<file path="src/s2d_div.sv">
`timescale 1ns / 1ps
`default_nettype none
// ----------------------------------------------------------------------------
// s2d_div: pipelined restoring divider
// Produces QUO_W quotient bits over STAGES register stages, up to SPS bits per
// stage. The numerator must stay below the divisor times 2**QUO_W for the
// quotient to be exact, and NUM_W must be at least DEN_W.
// ----------------------------------------------------------------------------
module s2d_div #(
    parameter int NUM_W  = 20,
    parameter int DEN_W  = 13,
    parameter int QUO_W  = 10,
    parameter int STAGES = 4
) (
    input  wire logic             i_clk,
    input  wire logic             i_en,
    input  wire logic [NUM_W-1:0] i_num,
    input  wire logic [DEN_W-1:0] i_den,
    output logic      [QUO_W-1:0] o_quo,
    output logic      [DEN_W-1:0] o_rem
);

    localparam int SPS   = (QUO_W + STAGES - 1) / STAGES;
    localparam int CMP_W = (NUM_W > DEN_W + QUO_W) ? NUM_W : DEN_W + QUO_W;

    logic [NUM_W-1:0] r_rem [STAGES];
    logic [QUO_W-1:0] r_quo [STAGES];
    logic [DEN_W-1:0] r_den [STAGES];

    for (genvar k = 0; k < STAGES; k++) begin : g_stage
        logic [NUM_W-1:0] w_rem_in;
        logic [QUO_W-1:0] w_quo_in;
        logic [DEN_W-1:0] w_den_in;
        logic [NUM_W-1:0] n_rem;
        logic [QUO_W-1:0] n_quo;

        // Stage input comes from the ports or from the stage before.
        if (k == 0) begin : g_first
            assign w_rem_in = i_num;
            assign w_quo_in = '0;
            assign w_den_in = i_den;
        end else begin : g_next
            assign w_rem_in = r_rem[k-1];
            assign w_quo_in = r_quo[k-1];
            assign w_den_in = r_den[k-1];
        end

        // This stage's share of trial subtractions, most significant bit first.
        always_comb begin
            logic [CMP_W-1:0] v_rem;
            logic [CMP_W-1:0] v_trial;
            v_rem   = CMP_W'(w_rem_in);
            v_trial = '0;
            n_quo   = w_quo_in;
            for (int b = QUO_W - 1 - k * SPS; b >= QUO_W - (k + 1) * SPS && b >= 0; b--) begin
                v_trial = CMP_W'(w_den_in) << b;
                if (v_rem >= v_trial) begin
                    v_rem    = v_rem - v_trial;
                    n_quo[b] = 1'b1;
                end
            end
            n_rem = v_rem[NUM_W-1:0];
        end

        always_ff @(posedge i_clk) begin
            if (i_en) begin
                r_rem[k] <= n_rem;
                r_quo[k] <= n_quo;
                r_den[k] <= w_den_in;
            end
        end
    end

    assign o_quo = r_quo[STAGES-1];
    assign o_rem = r_rem[STAGES-1][DEN_W-1:0];

endmodule
`default_nettype wire

</file>
<file path="config.mk">
export PLATFORM = sky130hd
export DESIGN_NAME = s2d_div
export DESIGN_NICKNAME = d
export VERILOG_FILES = /design/src/s2d_div.sv
export SDC_FILE = /design/constraint.sdc
export NUM_CORES = 1
export LEC_CHECK = 0
export BUFFER_PORTS_ARGS = -buffer_cell sky130_fd_sc_hd__buf_2
export CAP_MARGIN = 20
export CELL_PAD_IN_SITES_DETAIL_PLACEMENT = 1
export CELL_PAD_IN_SITES_GLOBAL_PLACEMENT = 1
export CORE_ASPECT_RATIO = 1.5
export CORE_MARGIN = 2
export CORE_UTILIZATION = 50
export DETAILED_ROUTE_END_ITERATION = 10
export PLACE_DENSITY_LB_ADDON = 0.1
export SYNTH_ARGS = -nofsm -noshare
export SYNTH_HDL_FRONTEND = slang
export SYNTH_SLANG_ARGS = --single-unit
</file>
<file path="constraint.sdc">
create_clock -name i_clk -period 9.15 [get_ports i_clk]
set_input_delay 1.3725 -clock i_clk [delete_from_list [all_inputs] [get_ports i_clk]]
set_output_delay 1.3725 -clock i_clk [all_outputs]
set_load 0.005 [all_outputs]
</file>
==> results_dict.tcl, run 1 <==
set metrics [dict create \
    outcome "complete, no violations" \
    synth_xor_area_share_pct 6.986 \
    crit_path_max_fanout 23 \
    fillCellCount 2759 \
    synth_area_um2 12160 \
    max_freq_mhz 115.6 \
    fin_util_pct 57.13 \
    place_ws_ps -72.46 \
    slowest_delay_ps 670 \
    dp.cells 1658 \
    gp_congestion 0.8704 \
    die_area_um2 25610 \
    portBuffers 57 \
    htree_levels 4 \
    cp_common_cell "inv_1" \
    synth.area.top_cells "edfxtp_1 (35%), ha_1 (13%), a21oi_1 (5.3%), xnor2_1 (4.8%), mux2_2 (4.3%)" \
    path_clk_slew_ps 60 \
    synthCells 1282 \
    cts_hold_buf 0 \
    finClkSkew_ps 12.19 \
    num_antenna_cells 0 \
    synth_nets 1455 \
    required_ps 9330 \
    drc 0 \
    synth_top_family_by_area "compound AO/OA/AOI/OAI gates" \
    worst_slack_ps 497.3 \
    cts_sinks 140 \
    synth_mux_area_share_pct 5.833 \
    rows 69 \
    grt_usage_pct 27.86 \
    die_h_um 195.0 \
    report.final.slew_viol_count 0 \
    critPathSlowestCell "or4b_4" \
    ys_seq_elements 140 \
    yosys_warnings 0 \
    synth-simple-area-share_pct 15.33 \
    worstPathArrival_ps 8830 \
    path_buf_inv 4 \
    cts_tree "built" \
    synth_top_cells_by_count "edfxtp_1 (140), a21oi_1 (129), ha_1 (128), nor2_1 (115), inv_1 (102)" \
    vias_per_cell 5.941 \
    setup.worst_path.end_class "flop" \
    slew_headroom_pct 22.25 \
    worstSetupPathType "reg -> reg" \
    cts_root_buffer "clkbuf_16" \
    drv_cap 0 \
    synth_compound_area_share_pct 18.33 \
    io_pins 58 \
    hold_viol 0 \
    ys_types 76 \
    synth_area_per_cell_um2 9.486 \
    insertion_delay_ps 440 \
    post_drt_wl_per_cell_um 20.94 \
    grt_overflow 0 \
    hold_ws_ps 420.8 \
    synth_top_area_share_pct 34.57 \
    cts_made_buffers 17 \
    critical-path-top-delay-family "compound AO/OA/AOI/OAI gates" \
    drt_pass1_iterations 4 \
    grt_pass1_wl_mm 55.80 \
    worstHoldPathType "reg -> reg" \
    synth_edf_count 140 \
    die_w_um 131.3 \
    grt_max_degree 77 \
    final_cells 1694 \
    wirelength_mm 35.47 \
    num_vias 10060 \
    finalCritPeriodShare_pct 94.57 \
    setup_viol 0 \
    nNetsFinal 1535 \
    ant_nets 0 \
    ff2ff_setup_slack_ps 500 \
    worstMarginPinSlew_ps 1154 \
    startpoint_type "flop" \
    dp_hpwl_mm 28.81 \
    cts_max_path_buffers 2 \
    synth_area_leader_cell "edfxtp_1" \
    drive_above_1_share_pct 15.35 \
    fp.coreArea_um2 23830 \
    synthFlopType "edfxtp_1" \
    syn_to_final_growth_pct 11.93 \
    post-synth-top-count-cell "edfxtp_1" \
    grt_pass1_vias 11090 \
    yosys.area_share.adder_pct 14.81 \
    synthArstFlopShare_pct 0 \
    seq_area_frac_synth_pct 34.57 \
    drtIter0Drc 345 \
    start_util_pct 51.04 \
    fin_crit_ps 8653 \
    antenna_found_initial 0 \
]
-- placed cells by master (no fill, tap or decap), types with 13 or more instances in the layout --
cell type and count:
a21oi_1 126, o21a_1 18, o21ai_0 60, nand2_1 72
inv_1 102, ha_1 128, buf_4 21, nor2b_1 22
mux2_2 46, a211oi_1 13, nor2_1 115, clkbuf_16 17
nand3_1 25, edfxtp_1 140, nand4_1 21, xor2_1 30
buf_2 56, nor3_1 20, a21o_1 42, xnor2_1 67
nand2b_1 22
-- what timing repair did --
action	in CTS	in global routing
setup buffers	0	1
pin swaps	0	5
setup endpoints to repair	10	33
gates cloned	0	2
hold endpoints to repair	0	0
resized for setup	1	16
-- cell type report --
type / count / area (µm²) / area share, %
timing repair buffer: 80 / 484.2 / 3.557
multi-input combinational: 1020 / 7552 / 55.48
clock inverter: 15 / 158.9 / 1.167
inverter: 103 / 389.1 / 2.858
clock buffer: 17 / 425.4 / 3.125
sequential: 140 / 4204 / 30.88
tap: 319 / 399.1 / 2.932
-- flip-flops by register name, summed over array words and instances, names as in the netlist --
name	cells
r_rem	73
r_quo	28
r_den	39
-- worst reg2reg max path, delay by kind of cell (launching register included) --
family | cells | cell delay, ps
buffers and inverters | 4 | 370
multiplexers | 1 | 340
adder cells (fa/ha/maj) | 4 | 1370
AND/OR/NAND/NOR | 10 | 2490
flip-flops | 1 | 430
AO/OA/AOI/OAI | 15 | 3390
-- final timing paths --
path	cells past startpoint	start	end
setup / recovery	34	r_den[1][0]	r_rem[2][13]
hold / removal	0	r_quo[1][5]	r_quo[2][5]
setup reg to reg	34	r_den[1][0]	r_rem[2][13]
hold reg to reg	0	r_quo[1][5]	r_quo[2][5]
-- layer usage --
metal / routed length [µm] / global-route usage (%)
met2: 20650 / 58.03
met3: 548 / 2.856
met4: 2692 / 19.93
met5: 0 / 0
met1: 11580 / 23.83
-- metrics by stage --
step	cell area, µm²	TNS (ps)
6_report	13610	0
5_1_grt	13610	-271.6
4_1_cts	13500	0
3_5_place_dp	12910	-478.1
3_3_place_gp	12910	0
2_1_floorplan	12160	0
-- cells by family (layout without fill, tap and decap cells) --
family | Yosys count | in the layout
simple gates | 367 | 369
compound gates | 353 | 353
flops | 140 | 140
fa+ha+maj | 138 | 138
buf+inv | 124 | 215
xor+xnor | 97 | 97
mux | 63 | 63
Power of run 1 is left out: the tool's default activity adds up to more than one toggle a clock period on the data nets, which glitch-free logic cannot reach.
==> inputs of run 2 (changes only) <==
==> config.mk (replaced) <==
export PLATFORM = sky130hd
export DESIGN_NAME = s2d_div
export DESIGN_NICKNAME = d
export VERILOG_FILES = /design/src/s2d_div.sv
export SDC_FILE = /design/constraint.sdc
export NUM_CORES = 1
export LEC_CHECK = 0
export BUFFER_PORTS_ARGS = -buffer_cell sky130_fd_sc_hd__buf_2
export CAP_MARGIN = 20
export CORE_ASPECT_RATIO = 1.5
export CORE_MARGIN = 2
export CORE_UTILIZATION = 65
export DETAILED_ROUTE_END_ITERATION = 10
export PLACE_DENSITY = 0.84
export SYNTH_ARGS = -nofsm -noshare
export SYNTH_HDL_FRONTEND = slang
export SYNTH_SLANG_ARGS = --single-unit
==> constraint.sdc (replaced) <==
create_clock -name i_clk -period 10 [get_ports i_clk]
set_input_delay 1.5 -clock i_clk [delete_from_list [all_inputs] [get_ports i_clk]]
set_output_delay 1.5 -clock i_clk [all_outputs]
set_load 0.005 [all_outputs]
==> results_dict.tcl, run 2 (synthesis gave the netlist of run 1 again) <==
set metrics [dict create \
    mostFrequentLayoutCells "edfxtp_1 (140), a21oi_1 (129), ha_1 (128)" \
    ff2ff_setup_slack_ps 650 \
    drv_cap 0 \
    grt_pass1_vias 10530 \
    multi_input_area_um2 7455 \
    design_area_um2 13360 \
    rsz0062_at_grt "false" \
    vias_per_cell 6.250 \
    cts_resized 0 \
    rows 61 \
    cts_max_path_buffers 2 \
    max_freq_mhz 106.9 \
    slew_headroom_pct 30.53 \
    worstMarginPinSlew_ps 1042 \
    finClkSkew_ps 9.997 \
    num_antenna_cells 0 \
    drtIter0Drc 689 \
    required_ps 10190 \
    seq_area_um2 4204 \
    startpoint_type "flop" \
    die_w_um 115.7 \
    fp.coreArea_um2 18470 \
    worstSetupPathType "reg -> reg" \
    grt_usage_pct 32.74 \
    start_util_pct 65.84 \
    largest_reg_flops 73 \
    die_area_um2 19840 \
    cp-endpoint "r_rem[2][2]" \
    hold_depth 0 \
    num_vias 10070 \
    wirelength_mm 31.04 \
    post_drt_wl_per_cell_um 19.27 \
    setup_viol 0 \
    grt_pass1_wl_mm 50.11 \
    fin_crit_ps 9353 \
    gp_congestion 0.9465 \
    final_common_cell "edfxtp_1" \
    antenna_found_initial 0 \
    setup.worst_path.end_class "flop" \
    nNetsFinal 1520 \
    report.final.slew_viol_count 0 \
    postCtsSetupRepairBufs 0 \
    setup_tns_ps 0 \
    cts_tree "built" \
    drive_above_1_share_pct 13.98 \
    critPathSlowestCell "or4b_4" \
    rr_worst_depth 34 \
    crit_path_max_fanout 29 \
    cts_made_buffers 17 \
    die_h_um 171.5 \
    hold_ws_ps 421.2 \
    fillCellCount 1416 \
    rr_startpoint "r_den[1][1]" \
    insertion_delay_ps 440 \
    portBuffers 57 \
    cts_root_buffer "clkbuf_16" \
    path_clk_slew_ps 60 \
    ant_nets 0 \
    worstPathArrival_ps 9540 \
    dp_hpwl_mm 24.29 \
    hold_viol 0 \
    finalCritPeriodShare_pct 93.53 \
    htree_levels 4 \
    slowest_delay_ps 710 \
    worstHoldPathType "reg -> reg" \
    grt_overflow 0 \
    reg.largest.list "r_rem: 73 flops, r_den: 39 flops, r_quo: 28 flops" \
    cts_hold_buf 0 \
    largest-register "r_rem" \
    cts_sinks 140 \
    drt_pass1_iterations 5 \
    grt_max_degree 81 \
    io_pins 58 \
    drc 0 \
    startpoint "r_den[1][1]" \
    crit-reg2reg-capture "r_rem[2][2]" \
    placed_area_um2 12730 \
    syn_to_final_growth_pct 9.835 \
    outcome "complete, no violations" \
]
## run 2: cell types whose count changed in the layout (fill, tap and decap cells not counted), sizes merged
| cell | delta |
|---|---|
| buf | -13 |
| bufinv | +1 |
| inv | +1 |
| or4b | -2 |
| clkinv | -4 |
| clkinvlp | +1 |
## run 2: worst min path at each step
stage,from,to,slack (ps)
2_1_floorplan,r_quo[0][7],r_quo[1][7],400
3_3_place_gp,r_quo[2][6],r_quo[3][6],400
3_5_place_dp,r_quo[2][1],r_quo[3][1],410
4_1_cts,r_quo[2][4],r_quo[3][4],420
5_1_grt,r_quo[1][9],r_quo[2][9],430
6_report,r_quo[1][9],r_quo[2][9],420
## run 2: per-stage QoR
| stage | instances | utilization (%) | setup slack [ps] |
|---|---|---|---|
| after detailed placement | 1580 | 68.92 | 669.4 |
| after global routing | 1611 | 72.32 | 26.00 |
| final | 1611 | 72.32 | 647.0 |
| after global placement | 1580 | 68.92 | 866.7 |
| after CTS | 1611 | 72.32 | 745.3 |
| after floorplan | 1282 | - | 1310 |
## run 2: per-layer routing
metal / GRT usage [%] / wire length [µm]
met2: 65.57 / 17490
met4: 21.89 / 2316
met3: 3.946 / 951
met5: 0 / 0
met1: 29.49 / 10280
## run 2: area by class of cell
| class | instances | share of cell area (%) |
|---|---|---|
| inverters | 103 | 2.913 |
| clock inverters | 14 | 1.517 |
| repair buffers | 67 | 2.744 |
| clock buffers | 17 | 3.185 |
| multi-input cells | 1018 | 55.81 |
| flip-flops and latches | 140 | 31.47 |
| well taps | 252 | 2.360 |
## run 2: worst max-delay path: cells and delay by family, from the launching register on
kind,cells,cell delay [ps]
compound gates,15,3900
simple gates,10,2420
fa+ha+maj,3,1250
buf+inv,5,690
flops,1,440
mux,1,370
Power of run 2 is left out for the same reason.
==> inputs of run 3 (changes only) <==
--- a/config.mk
+++ b/config.mk
@@ -5,12 +5,13 @@
 export SDC_FILE = /design/constraint.sdc
 export NUM_CORES = 1
 export LEC_CHECK = 0
-export BUFFER_PORTS_ARGS = -buffer_cell sky130_fd_sc_hd__buf_2
+export BUFFER_PORTS_ARGS = -buffer_cell sky130_fd_sc_hd__clkbuf_2
 export CAP_MARGIN = 20
 export CORE_ASPECT_RATIO = 1.5
 export CORE_MARGIN = 2
 export CORE_UTILIZATION = 65
 export DETAILED_ROUTE_END_ITERATION = 10
+export HOLD_SLACK_MARGIN = 0.02
 export PLACE_DENSITY = 0.84
 export SYNTH_ARGS = -nofsm -noshare
 export SYNTH_HDL_FRONTEND = slang
==> constraint.sdc (replaced) <==
create_clock -name i_clk -period 10 [get_ports i_clk]
set_input_delay 2 -clock i_clk [delete_from_list [all_inputs] [get_ports i_clk]]
set_output_delay 2 -clock i_clk [all_outputs]
set_load 0.005 [all_outputs]
==> results_dict.tcl, run 3 (synthesis gave the netlist of run 1 again) <==
set metrics [dict create \
    worstPathArrival_ps 9640 \
    cts_max_path_buffers 2 \
    critical-path-top-delay-family "compound AO/OA/AOI/OAI gates" \
    grt_pass1_wl_mm 49.67 \
    io_pins 58 \
    hold_viol 0 \
    drtIter0Drc 708 \
    setup_tns_ps 0 \
    slew_headroom_pct 38.86 \
    path_clk_slew_ps 70 \
    vias_per_cell 6.283 \
    largest_reg_flops 73 \
    ff2ff_setup_slack_ps 540 \
    hold_start "r_quo[2][9]" \
    die_h_um 171.5 \
    hold_ws_ps 414.0 \
    report.final.slew_viol_count 0 \
    htree_levels 4 \
    rsz0062_at_grt "false" \
    finClkSkew_ps 14.03 \
    rr_startpoint "r_den[1][0]" \
    design_area_um2 13330 \
    setup_viol 0 \
    drc 0 \
    fin_crit_ps 9464 \
    startpoint_type "flop" \
    crit-reg2reg-capture "r_rem[2][10]" \
    finalCritPeriodShare_pct 94.64 \
    syn_to_final_growth_pct 9.578 \
    critPathSlowestCell "or4b_4" \
    placed_area_um2 12750 \
    hold_depth 0 \
    grt_max_degree 89 \
    fp.coreArea_um2 18470 \
    dp.cells 1583 \
    path_buf_inv 5 \
    gp_congestion 0.9530 \
    nNetsFinal 1524 \
    setup.worst_path.end_class "flop" \
    cts_root_buffer "clkbuf_16" \
    rows 61 \
    required_ps 10180 \
    die_area_um2 19840 \
    slowest_delay_ps 710 \
    reg.largest.list "r_rem: 73 flops, r_den: 39 flops, r_quo: 28 flops" \
    final_common_cell "edfxtp_1" \
    outcome "complete, no violations" \
    grt_pass1_vias 10430 \
    final_cells 1616 \
    cts_sinks 140 \
    dp_hpwl_mm 24.58 \
    postCtsSetupRepairBufs 0 \
    worstMarginPinSlew_ps 908.7 \
    drive_above_1_share_pct 14.30 \
    antenna_found_initial 0 \
    num_vias 10150 \
    cts_made_buffers 17 \
    hold_path_end "r_quo[3][9]" \
    drt_pass1_iterations 6 \
    ant_nets 0 \
    portBuffers 57 \
    grt_overflow 0 \
    wirelength_mm 31.45 \
    grt_usage_pct 32.48 \
    start_util_pct 65.84 \
    worstSetupPathType "reg -> reg" \
    post_drt_wl_per_cell_um 19.46 \
    rr_worst_depth 35 \
    cts_tree "built" \
    worstHoldPathType "reg -> reg" \
    max_freq_mhz 105.7 \
    die_w_um 115.7 \
    insertion_delay_ps 440 \
    largest-register "r_rem" \
    mostFrequentLayoutCells "edfxtp_1 (140), a21oi_1 (128), ha_1 (128)" \
    drv_cap 0 \
    crit_path_max_fanout 29 \
    num_antenna_cells 0 \
]
## run 3: changes by cell type in the layout (fill, tap and decap cells not counted), moves of 3 or more
cell	change
buf_2	-56
bufinv_16	-3
clkinv_4	+3
buf_4	+3
clkbuf_2	+56
## run 3: what timing repair did
item,in CTS,in global routing
hold buffers,0,0
setup endpoints to repair,0,10
resized for setup,0,2
## run 3: per-stage QoR
step | utilization, % | setup WS, ps
floorplan | - | 809.9
global placement | 69.04 | 458.4
detailed placement | 69.04 | 206.4
CTS | 72.05 | 639.5
global route | 72.15 | 9.047
finish | 72.15 | 536.1
## run 3: how the worst max path moves through the flow
stage / start / to / cells after the start
after floorplan: i_num[9] / r_rem[0][12] / 38
after global placement: i_num[9] / r_rem[0][9] / 36
after detailed placement: i_num[9] / r_rem[0][18] / 36
after CTS: i_num[9] / r_rem[0][14] / 36
after global routing: r_den[1][0] / r_rem[2][10] / 35
final: r_den[1][0] / r_rem[2][10] / 35
## run 3: final cells by class
cell class / count / area, µm²
Clock buffer: 17 / 425.4
Multi-Input combinational cell: 1018 / 7458
Fill cell: 1421 / 5144
Inverter: 103 / 389.1
Sequential cell: 140 / 4204
Timing Repair Buffer: 71 / 404.1
Tap cell: 252 / 315.3
Clock inverter: 15 / 130.1
## run 3: metal layers
layer	up-vias	routed length, µm	global-route usage (%)
li1	4871	-	-
met5	-	0	0
met4	0	2199	22.31
met3	141	916	4.299
met1	4816	10390	28.23
met2	326	17940	65.62
Power of run 3 is left out for the same reason.
